[config.mk]
export PLATFORM = sky130hd
export DESIGN_NAME = rau_reduce
export DESIGN_NICKNAME = d
export VERILOG_FILES = /design/src/hw/rtl/rau_pkg.sv /design/src/hw/rtl/rau_reduce.sv
export SDC_FILE = /design/constraint.sdc
export NUM_CORES = 1
export LEC_CHECK = 0
export BUFFER_PORTS_ARGS = -buffer_cell sky130_fd_sc_hd__clkbuf_2
export CAP_MARGIN = 5
export CORE_ASPECT_RATIO = 0.9
export CORE_MARGIN = 1
export CORE_UTILIZATION = 35
export DETAILED_ROUTE_END_ITERATION = 7
export GPL_TIMING_DRIVEN = 0
export REMOVE_ABC_BUFFERS = 1
export SYNTH_ARGS = -nofsm -noshare
export SYNTH_HDL_FRONTEND = slang
export SYNTH_SLANG_ARGS = --single-unit
[constraint.sdc]
create_clock -name clk -period 18.4 [get_ports clk]
set_clock_uncertainty 0.2 [all_clocks]
set_input_delay 0 -clock clk [delete_from_list [all_inputs] [get_ports clk]]
set_output_delay 0 -clock clk [all_outputs]
set_load 0.005 [all_outputs]
[src/hw/rtl/rau_pkg.sv]
// shared types and constants of the rational arithmetic unit
package rau_pkg;

  // operand field width and significant bits of each operand
  localparam int FIELD_W    = 32;
  localparam int DATA_WIDTH = 32;
  localparam int DEN_W      = FIELD_W - 1;

  // double-width products and the reduction engine
  localparam int PROD_W = 2 * FIELD_W;
  localparam int CNT_W  = $clog2(PROD_W);
  localparam int SHF_W  = $clog2(PROD_W);

  // magnitude limit of a signed DATA_WIDTH result
  localparam logic [PROD_W-1:0] LIM    = PROD_W'(1) << (DATA_WIDTH - 1);
  localparam logic [PROD_W-1:0] LIM_M1 = LIM - PROD_W'(1);

  typedef enum logic [1:0] {
    OP_ADD = 2'd0,
    OP_SUB = 2'd1,
    OP_MUL = 2'd2,
    OP_DIV = 2'd3
  } opcode_t;

  typedef enum logic [1:0] {
    ST_OK       = 2'd0,
    ST_ZERO_DEN = 2'd1,
    ST_OVERFLOW = 2'd2
  } status_t;

  // numerator and denominator magnitudes at double width
  typedef struct packed {
    logic [PROD_W-1:0] num;
    logic [PROD_W-1:0] den;
  } rau_pair_t;

endpackage

[src/hw/rtl/rau_reduce.sv]
// reduction engine: binary gcd, then two restoring divisions, on one 64-bit subtractor
module rau_reduce (
  input  logic                clk,
  input  logic                rst,
  input  logic                start,
  input  rau_pkg::rau_pair_t  op_in,
  output logic                done,
  output rau_pkg::rau_pair_t  quo
);
  import rau_pkg::*;

  typedef enum logic [1:0] {
    R_IDLE,
    R_GCD,
    R_DIVN,
    R_DIVD
  } rstate_t;

  localparam logic [CNT_W-1:0] CNT_LAST = CNT_W'(PROD_W - 1);

  rstate_t           state;
  logic [PROD_W-1:0] x;
  logic [PROD_W-1:0] y;
  logic [SHF_W-1:0]  k;
  logic [PROD_W-1:0] g;
  logic [PROD_W-1:0] dv;
  logic [PROD_W-1:0] rem;
  logic [CNT_W-1:0]  cnt;
  logic [PROD_W-1:0] n_sav;
  logic [PROD_W-1:0] d_sav;

  logic [PROD_W:0]   op_a;
  logic [PROD_W:0]   op_b;
  logic [PROD_W+1:0] diff;
  logic              ge;
  logic [PROD_W-1:0] rem_next;
  logic [PROD_W-1:0] dv_next;

  // shared subtractor: gcd compares x with y, division trial-subtracts the divisor
  always_comb begin
    if (state == R_GCD) begin
      op_a = {1'b0, x};
      op_b = {1'b0, y};
    end else begin
      op_a = {rem, dv[PROD_W-1]};
      op_b = {1'b0, g};
    end
    diff     = {1'b0, op_a} - {1'b0, op_b};
    ge       = ~diff[PROD_W+1];
    rem_next = ge ? diff[PROD_W-1:0] : op_a[PROD_W-1:0];
    dv_next  = {dv[PROD_W-2:0], ge};
  end

  // sequencer
  always_ff @(posedge clk) begin
    if (rst) begin
      state <= R_IDLE;
      done  <= 1'b0;
    end else begin
      done <= (state == R_DIVD) && (cnt == CNT_LAST);
      case (state)
        R_IDLE: begin
          if (start) begin
            x     <= op_in.num;
            y     <= op_in.den;
            n_sav <= op_in.num;
            d_sav <= op_in.den;
            k     <= '0;
            state <= R_GCD;
          end
        end
        R_GCD: begin
          if (x == '0 || y == '0) begin
            g     <= (x | y) << k;
            dv    <= n_sav;
            rem   <= '0;
            cnt   <= '0;
            state <= R_DIVN;
          end else if (!x[0] && !y[0]) begin
            // common factor of two
            x <= x >> 1;
            y <= y >> 1;
            k <= k + SHF_W'(1);
          end else if (!x[0]) begin
            x <= x >> 1;
          end else if (!y[0]) begin
            y <= y >> 1;
          end else if (ge) begin
            x <= diff[PROD_W-1:0];
          end else begin
            // keep the larger value in x
            x <= y;
            y <= x;
          end
        end
        R_DIVN: begin
          cnt <= cnt + CNT_W'(1);
          if (cnt == CNT_LAST) begin
            quo.num <= dv_next;
            dv      <= d_sav;
            rem     <= '0;
            state   <= R_DIVD;
          end else begin
            rem <= rem_next;
            dv  <= dv_next;
          end
        end
        R_DIVD: begin
          rem <= rem_next;
          dv  <= dv_next;
          cnt <= cnt + CNT_W'(1);
          if (cnt == CNT_LAST) begin
            quo.den <= dv_next;
            state   <= R_IDLE;
          end
        end
        default: state <= R_IDLE;
      endcase
    end
  end

endmodule
**Word level (Yosys, flattened, before mapping)**

Index checks and enable logic that the tools add are counted.
W data, S select, Z words.

- Bitwise logic cells: 3
- Shift operators: 1
- Equality and inequality tests: 13
- Add/sub/neg operators: 3
- Multiplexer cells: 34
- Reductions and logical operators: 24

Operators by type and width:

| kind | number |
|---|---|
| $mux W64 | 18 |
| $pmux W64 S3 | 2 |
| $pmux W64 S2 | 2 |
| $logic_not A64 Y1 | 2 |
| $sub A65 B65 Y66 | 1 |
| $mux W65 | 1 |
| $or A64 B64 Y64 | 1 |
| $shl A64 B6 Y64 | 1 |
| $mux W6 | 4 |
| $pmux W6 S2 | 2 |
| $reduce_and A3 Y1 | 6 |
| $reduce_and A5 Y1 | 3 |
| $add A6 B1 Y6 const B | 2 |
| $mux W2 | 4 |
| $ne A4 B3 Y1 const B | 2 |
| $pmux W2 S4 | 1 |
| $reduce_and A4 Y1 | 2 |
| $eq A6 B6 Y1 const B | 1 |
| $ne A2 B1 Y1 const B | 3 |
| $ne A2 B2 Y1 const B | 3 |
| $reduce_and A6 Y1 | 1 |
| $eq A2 B2 Y1 const B | 2 |
| $reduce_bool A2 Y1 | 2 |
| $ne A3 B2 Y1 const B | 1 |
| other kinds (8) | 11 |

- Output and inout port bits: 129
- Logic and storage cells: 93
- Bits in registers: 591
- Input port bits: 131

**Logic depth before layout (Yosys ltp)**

Gate-level depths: netlist of the first run.

- Depth in word-level cells: 9
- Gate-level depth with buffers: 24
- Depth with buffers taken out: 17

**Worst setup path before layout of the first run**

No wires, ideal clock.

- Path type: reg-to-reg
- Start: register state[0]
- End: register x[10], enable pin
- Path slack: 2.558 ns
- Stages on the path, launching flop included: 6
- Path buffers: 0
- Clock period less this slack: 15.842 ns
- Arrival time: 15.120 ns
- Library setup time: 0.521 ns
- Data required time: 17.679 ns
- Cell sequence: dfxtp_1 -> inv_1 -> ha_1 -> nor3b_1 -> o22ai_1 -> a31oi_1

- Word-level cells in the longest chain between the ends: 3
- Elaborated cells between the ends (all ways): 7
- Classes of those cells: eq/ne: 4; reduce/logical: 3

Ends and longest elaborated chain:

| what | RTL line | source |
|---|---|---|
| from (decl) | rau_reduce.sv:21 | `rstate_t state;` |
| from (signal assigned) | rau_reduce.sv:57 | `state <= R_IDLE;` |
| from (signal assigned) | rau_reduce.sv:69 | `state <= R_GCD;` |
| from (signal assigned) | rau_reduce.sv:78 | `state <= R_DIVN;` |
| $eq A2 B1 Y1 or $logic_not A2 Y1 (tied branches) | rau_reduce.sv:61 | `case (state)` |
| $ne A4 B3 Y1 (no line), or another cell as far along | -- |  |
| $reduce_and A5 Y1 (no line) * | -- |  |
| to (signal assigned) | rau_reduce.sv:64 | `x <= op_in.num;` |
| to (signal assigned) | rau_reduce.sv:81 | `x <= x >> 1;` |
| to (signal assigned) | rau_reduce.sv:85 | `x <= x >> 1;` |
| to (decl) | rau_reduce.sv:22 | `logic [PROD_W-1:0] x;` |

Mark *: on every way between the ends. The rest lies on a longest branch, timed or not.
A chain may end at the register's enable or synchronous reset.

**Worst setup path in the final report of the first run**

- Start: register state[1]
- End: register x[35], data pin

- Word-level cells in the longest chain between the ends: 9
- Elaborated cells between the ends (all ways): 11
- Classes of those cells: add/sub: 1; eq/ne: 1; mux: 8; reduce/logical: 1

Ends and longest elaborated chain:

| what | RTL line | source |
|---|---|---|
| $eq A2 B1 Y1 | rau_reduce.sv:41, rau_reduce.sv:61 |  |
| $mux W65 or $mux W64 (tied branches) | rau_reduce.sv:41 | `if (state == R_GCD) begin` |
| $sub A65 B65 Y66 | rau_reduce.sv:48 | `diff = {1'b0, op_a} - {1'b0, op_b};` |
| $mux W64 | rau_reduce.sv:88 | `end else if (ge) begin` |
| $mux W64 | rau_reduce.sv:86 | `end else if (!y[0]) begin` |
| $mux W64 | rau_reduce.sv:84 | `end else if (!x[0]) begin` |
| $mux W64 | rau_reduce.sv:79 | `end else if (!x[0] && !y[0]) begin` |
| $mux W64 | rau_reduce.sv:73 | `if (x == '0 \|\| y == '0) begin` |
| $pmux W64 S2 * | rau_reduce.sv:61 |  |

Mark *: on every way between the ends. The rest lies on a longest branch, timed or not. The select of a mux whose other input is x is not followed.

==> results of run 1 <==
## stage by stage
| stage | total power [W] | instance area, um2 |
|---|---|---|
| final | 0.006995 | 41370 |
| after global routing | 0.007417 | 41370 |
| after CTS | 0.006989 | 41340 |
| after detailed placement | 0.005553 | 36560 |
| after global placement | 0.005666 | 35020 |
| after floorplan | 0.004511 | 32170 |
## what timing repair did
item | 4_1_cts | 5_1_grt
setup buffers | 0 | 0
setup endpoints to repair | 0 | 0
hold buffers | 260 | 0
hold endpoints to repair | 407 | 0
## state kept, by name (all words and copies together) (netlist names)
| signal | flops |
|---|---|
| x | 64 |
| dv | 64 |
| quo | 128 |
| n_sav | 64 |
| g | 64 |
| rem | 64 |
| k | 6 |
| d_sav | 64 |
| done | 1 |
| y | 64 |
| state | 2 |
| cnt | 6 |
## worst max path at each step
stage                      endpoint  slack (ps)
floorplan           y[10]$_DFFE_PP_         760
detailed placement  x[35]$_DFFE_PP_       11380
global route        x[35]$_DFFE_PP_       10860
finish              x[35]$_DFFE_PP_       11260
CTS                 x[35]$_DFFE_PP_       11330
global placement    x[43]$_DFFE_PP_      -12010
## worst max-delay path, stage by stage, from the launching register on
cell	delay, ps
dfxtp_1	380
inv_1	150
ha_4	520
buf_16	360
mux2i_1	580
ha_1	370
o21bai_1	100
a41oi_1	300
a22oi_2	160
nor2_1	300
o21a_1	360
a21oi_2	200
a41oi_2	490
o211a_4	810
buf_16	310
inv_4	390
and2_1	290
a21oi_1	140
o221ai_1	130
## per-layer routing
| metal | vias up | part of all wire (%) | wire length (um) |
|---|---|---|---|
| met5 | - | 0 | 0 |
| met2 | 839 | 45 | 49630 |
| met1 | 13347 | 48 | 53120 |
| li1 | 12683 | - | - |
| met4 | 0 | 2.5 | 2824 |
| met3 | 149 | 5.3 | 5945 |
## power breakdown
| group | internal [W] | switching, W |
|---|---|---|
| Sequential | 0.00186 | 0.000278 |
| Combinational | 0.00130 | 0.00220 |
| Clock | 0.000780 | 0.000576 |
| Total | 0.00394 | 0.00305 |
## cells in the final DEF (no fill, tap or decap), types with 33 or more instances in the layout
cell type | Yosys | layout
a21boi_0 | 64 | 64
mux2i_1 | 279 | 279
nand4_1 | 33 | 33
edfxtp_1 | 588 | 588
buf_6 | 3 | 38
ha_1 | 70 | 67
clkbuf_2 | 0 | 259
nand2_1 | 407 | 407
o21ai_0 | 122 | 122
nor3_1 | 88 | 86
clkbuf_16 | 0 | 71
a21oi_1 | 293 | 292
nor4_1 | 38 | 38
o221ai_1 | 39 | 39
o21ai_1 | 34 | 34
dlygate4sd3_1 | 0 | 260
xnor2_1 | 40 | 40
nor2_1 | 276 | 274
inv_1 | 91 | 89
a221o_1 | 64 | 64
a211oi_1 | 44 | 44
## layout make-up
type | instances | area share [%]
Clock buffer | 87 | 4.440
Inverter | 94 | 0.8681
Sequential cell | 591 | 42.83
Timing Repair Buffer | 601 | 12.86
Clock inverter | 34 | 0.8167
Multi-Input combinational cell | 2222 | 34.43
Tap cell | 1242 | 3.757
## cells by family (layout without fill, tap and decap cells)
logic type	after synthesis	in the layout	share of synthesized area, %
adders and majority gates	70	70	2.649
buffers and inverters	313	816	3.787
and+or+nand+nor	938	938	12.26
DFF	591	591	53.58
AOI/OAI and AO/OA	845	845	16.58
muxes	299	299	9.296
xor gates and xnor gates	70	70	1.854
==> flow_metrics.py, run 1 <==
metrics = {
    "status": {
        "status": "complete, no violations",
    },
    "critical_path": {
        "critPathLaunch": "state[1]$_SDFFE_PP0P_",
        "rr_startpoint": "state[1]$_SDFFE_PP0P_",
        "cp_max_fo": 73,
        "critPathCaptureType": "flop",
        "rrSetupSlack_ps": 11260,
        "crit_type": "reg2reg",
        "reg2regPathDepth": 18,
        "setup.worst_path.start_class": "flop",
        "cp.required_ps": 18530,
        "reg2reg_to": "x[35]$_DFFE_PP_",
        "critical_path_arrival_ps": 7270,
    },
    "clock_network": {
        "ctsHtreeMaxLevel": 3,
        "cts_resized": 0,
        "root_buffer": "clkbuf_16",
        "cts_sinks": 591,
        "tritoncts": "built",
        "clk_latency_ps": 650,
        "numCtsBuffers": 69,
        "clk_pin_slew_ps": 60,
        "clk_path_buf_depth": 3,
    },
    "die": {
        "dieArea_mm2": 0.09572,
        "rows": 106,
        "initial_core_util_pct": 35.47,
        "dieHeight_um": 293.6,
        "die_w_um": 326.0,
        "core_mm2": 0.09324,
        "io_pins": 260,
    },
    "synth": {
        "ys_seq_area_share_pct": 53.58,
        "synth-edff-count": 588,
        "yosysUniqueCellTypes": 75,
        "synthTopCellsByCount": "588 x edfxtp_1, 407 x nand2_1, 293 x a21oi_1",
        "syn_area_mm2": 0.03307,
        "async_flop_share_pct": 0,
        "syn_avg_cell_area_um2": 10.58,
        "synth_flop_cell": "edfxtp_1",
        "synthTopCellsByArea": "edfxtp_1 53%, mux2i_1 8.4%, nand2_1 4.6%",
        "synthCells": 3126,
        "ys_warn_count": 0,
        "synth_most_common_cell": "edfxtp_1",
        "synth-seq-cells": 591,
        "synth_top_cell_by_area": "edfxtp_1",
        "synth.top_cell.area_share_pct": 53.39,
    },
    "finish": {
        "n_antenna_cell": 0,
        "regArea_mm2": 0.01772,
        "nFillCells": 8815,
        "syn_to_final_growth_pct": 25.09,
        "drive_gt1_share_pct": 13.56,
        "fin_util_pct": 44.37,
        "stdcell_count": 4871,
        "multi_input_area_mm2": 0.01424,
        "nNetsFinal": 3780,
    },
    "sta": {
        "fin_tns_setup_ps": 0,
        "worst_slew_pin_slew_ps": 1366,
        "fin_ws_ps": 11260,
        "slew_violations": 0,
        "finalCritPeriodShare_pct": 38.79,
        "hold_violations": 0,
        "grt_setup_unrepaired": "false",
        "clock.fmax_mhz": 140.1,
        "setup_viol": 0,
        "relSlewSlack_pct": 8.957,
        "fin_crit_ps": 7137,
        "whs_ps": 29.00,
    },
    "global_routing": {
        "busiest_layer": "met2",
        "grt_pass1_wl_um": 166500,
        "antenna_found_initial": 0,
        "grt_start_max_net_pins": 91,
        "grt_util_all_layers_pct": 22.82,
        "met1_usage_pct": 33.27,
        "overflow": 0,
        "use_met3_pct": 3.027,
        "first_global_vias": 26060,
        "grt.met2_usage_pct": 35.42,
    },
    "drt": {
        "wl_per_cell_um": 22.89,
        "drc": 0,
        "dr.pass1.iters": 6,
        "ant_nets": 0,
        "wirelength_um": 111500,
        "viasPerCell": 5.547,
        "drtIter0Drc": 2394,
        "vias": 27018,
    },
    "power": {
        "power_density_mw_per_mm2": 169.1,
        "ir_worst_vdd_uv": 92.50,
        "p_leak_nw": 15.47,
    },
    "placement": {
        "portBuffers": 259,
        "dp_hpwl_um": 81430,
        "gp_congestion": 0.9307,
        "dp_worst_setup_slack_ps": 11380,
        "dp.cells": 4489,
    },
    "min_path": {
        "whs_endpoint": "x[19]$_DFFE_PP_",
        "holdPathStages": 4,
        "hold_class": "in2reg",
        "worstHoldStart": "op_in[83]",
    },
    "job": {
        "maxCapViolations": 0,
    },
}
Note: power is estimated with default switching activity, not from simulation.
==> run 2: changes to the inputs <==
- ABC_AREA: default -> 1
- clock period: 18.4 -> 6.35 ns (I/O delays scaled with it)
==> run 2 against run 1 <==
Compared with the run above:
- via count increased by 18%
- combinational power increased to 3.5 times the previous value
- final area increased by 4.7%
- setup slack got worse by 11000 ps
- hold slack got worse by 12 ps
- die area increased by 4.8%
- utilization decreased by 0.27 points
- routed wire length increased by 16%
- maximum frequency increased by 16%
==> flow_metrics.py, run 2 <==
metrics = {
    "status": {
        "status": "complete, no violations",
    },
    "die": {
        "dieHeight_um": 300.6,
        "io_pins": 260,
        "die_w_um": 333.8,
        "core_mm2": 0.09819,
        "initial_core_util_pct": 35.32,
        "rows": 109,
        "dieArea_mm2": 0.1004,
    },
    "placement": {
        "dp_hpwl_um": 95530,
        "gp_congestion": 0.9798,
        "portBuffers": 259,
        "place_area_mm2": 0.03810,
    },
    "critical_path": {
        "critPathSlowestCell": "dfxtp_1",
        "cp.required_ps": 6510,
        "cpPeakStageDelay_ps": 370,
        "crit_type": "reg2reg",
        "cp_max_fo": 100,
        "crit_buf_inv": 10,
        "setup.worst_path.start_class": "flop",
        "crit_path_frequent_cell": "nand2_2",
        "cp_top_family": "buffers and inverters",
        "critPathCaptureType": "flop",
        "critical_path_arrival_ps": 6310,
    },
    "synth": {
        "synthTopCellsByCount": "1176 x nand2_1, 588 x edfxtp_1, 541 x o21ai_0",
        "synth_flop_cell": "edfxtp_1",
        "syn_area_mm2": 0.03468,
        "synth-seq-cells": 591,
        "synth-edff-count": 588,
        "syn_avg_cell_area_um2": 8.138,
        "synthCells": 4262,
        "synth_top_cell_by_area": "edfxtp_1",
        "synth.top_cell.area_share_pct": 50.91,
        "synth_most_common_cell": "nand2_1",
        "synthTopCellsByArea": "edfxtp_1 51%, nand2_1 13%, o21ai_0 7.8%",
        "async_flop_share_pct": 0,
        "ys_warn_count": 0,
        "yosysUniqueCellTypes": 42,
        "ys_seq_area_share_pct": 51.08,
    },
    "sta": {
        "relSlewSlack_pct": 6.998,
        "clock.fmax_mhz": 162.6,
        "hold_violations": 0,
        "fin_tns_setup_ps": 0,
        "worst_slew_pin_slew_ps": 1384,
        "grt_setup_unrepaired": "false",
        "finalCritPeriodShare_pct": 96.86,
        "fin_crit_ps": 6150,
        "setup_viol": 0,
        "slew_violations": 0,
    },
    "finish": {
        "layout_common_cells": "1175 x nand2_1, 588 x edfxtp_1, 541 x o21ai_0",
        "fin_util_pct": 44.09,
        "regArea_mm2": 0.01772,
        "final_common_cell": "nand2_1",
        "syn_to_final_growth_pct": 24.83,
        "largest_register_ffs": 128,
        "nNetsFinal": 4919,
        "multi_input_area_mm2": 0.01460,
        "nFillCells": 9764,
        "drive_gt1_share_pct": 10.18,
        "regMostFlops": "quo",
        "final_area_mm2": 0.04330,
    },
    "min_path": {
        "hold_class": "in2reg",
    },
    "global_routing": {
        "antenna_found_initial": 4,
        "grt_pass1_wl_um": 189900,
        "first_global_vias": 29902,
        "grt_util_all_layers_pct": 25.19,
        "overflow": 0,
        "grt_start_max_net_pins": 100,
    },
    "power": {
        "ir_worst_vdd_uv": 220.2,
        "p_leak_nw": 17.77,
        "power_density_mw_per_mm2": 519.1,
    },
    "clock_network": {
        "clk_path_buf_depth": 3,
        "clk_latency_ps": 690,
        "root_buffer": "clkbuf_16",
        "ctsHtreeMaxLevel": 3,
        "numCtsBuffers": 71,
        "clk_pin_slew_ps": 60,
        "tritoncts": "built",
        "cts_sinks": 591,
    },
    "drt": {
        "viasPerCell": 5.280,
        "drc": 0,
        "dr.pass1.iters": 7,
        "drtIter0Drc": 3157,
        "ant_nets": 0,
        "wirelength_um": 129400,
        "wl_per_cell_um": 21.39,
        "vias": 31946,
    },
    "job": {
        "maxCapViolations": 0,
    },
}
[run 2: cell count changes after synthesis, sizes merged, moves of 34 or more]
cell,previous run,this run
nor2,276,466
nand2,407,1182
nand3,21,263
a21oi,294,115
o221ai,39,5
o211ai,8,74
a221o,64,0
a21boi,84,7
a22oi,4,63
a211oi,44,1
nor3,88,28
inv,93,455
mux2i,279,31
o21ai,157,544
[run 2: layout make-up]
| cell class | count | share of cell area, % |
|---|---|---|
| multi-input cells | 3006 | 33.72 |
| flip-flops and latches | 591 | 40.92 |
| inverters | 455 | 3.997 |
| diodes | 1 | 0.005780 |
| clock buffers | 84 | 4.216 |
| well taps | 1276 | 3.687 |
| clock inverters | 44 | 1.251 |
| repair buffers | 593 | 12.21 |
[run 2: through the flow]
| stage | worst slack, ps | hold slack, ps | power, W | std cells |
|---|---|---|---|---|
| 4_1_cts | 9.471 | 0.01021 | 0.02228 | 6039 |
| 3_5_place_dp | -985.4 | -1.838 | 0.01772 | 5646 |
| 3_3_place_gp | -22030 | 10.66 | 0.01739 | 5583 |
| 2_1_floorplan | -8810 | -123.2 | 0.01346 | 4048 |
| 6_report | 199.7 | 16.99 | 0.02248 | 6050 |
| 5_1_grt | 5.230 | 12.29 | 0.02398 | 6049 |
[run 2: worst min-delay path, cell delays in order]
cell and delay (ps):
dlygate4sd3_1 520, clkbuf_2 110, nand2_1 50, o211ai_1 80
[run 2: layer usage]
layer | global-route usage [%] | wire, um
met5 | 0 | 13
met4 | 7.591 | 3766
met3 | 3.967 | 8570
met2 | 38.80 | 56720
met1 | 36.30 | 60310
[run 2: cell families after synthesis]
family                   after synthesis  synth area share (%)
AND/OR/NAND/NOR                     2017                 23.59
flip-flops                           591                 51.08
multiplexers                          31                0.8947
buffers and inverters                669                 7.428
adder cells (fa/ha/maj)               70                 2.525
XOR/XNOR                              34                0.8586
AO/OA/AOI/OAI                        850                 13.63
[run 2: repair_timing]
action                     in CTS  in global routing
buffers inserted                0                  9
gates resized for setup         4                  2
setup endpoints to repair     194                139
pin swaps                       1                  2
gates cloned                    4                  1
hold endpoints to repair      529                  0
hold buffers                  261                  0
[run 2: path summary, 6_finish.rpt]
| path | startpoint | endpoint | slack, ps | cells after the start |
|---|---|---|---|---|
| hold reg to reg | dv[18]$_DFFE_PP_ | quo[19]$_DFFE_PP_ | 290 | 0 |
| setup reg to reg | state[1]$_SDFFE_PP0P_ | y[32]$_DFFE_PP_ | 200 | 27 |
| hold / removal | op_in[44] | y[44]$_DFFE_PP_ | 20 | 4 |
| setup / recovery | state[1]$_SDFFE_PP0P_ | y[32]$_DFFE_PP_ | 200 | 27 |
[run 2: report_power, final]
group	internal, W	switching, W
combinational	0.00359	0.00854
clock	0.00242	0.00181
sequential	0.00557	0.000556
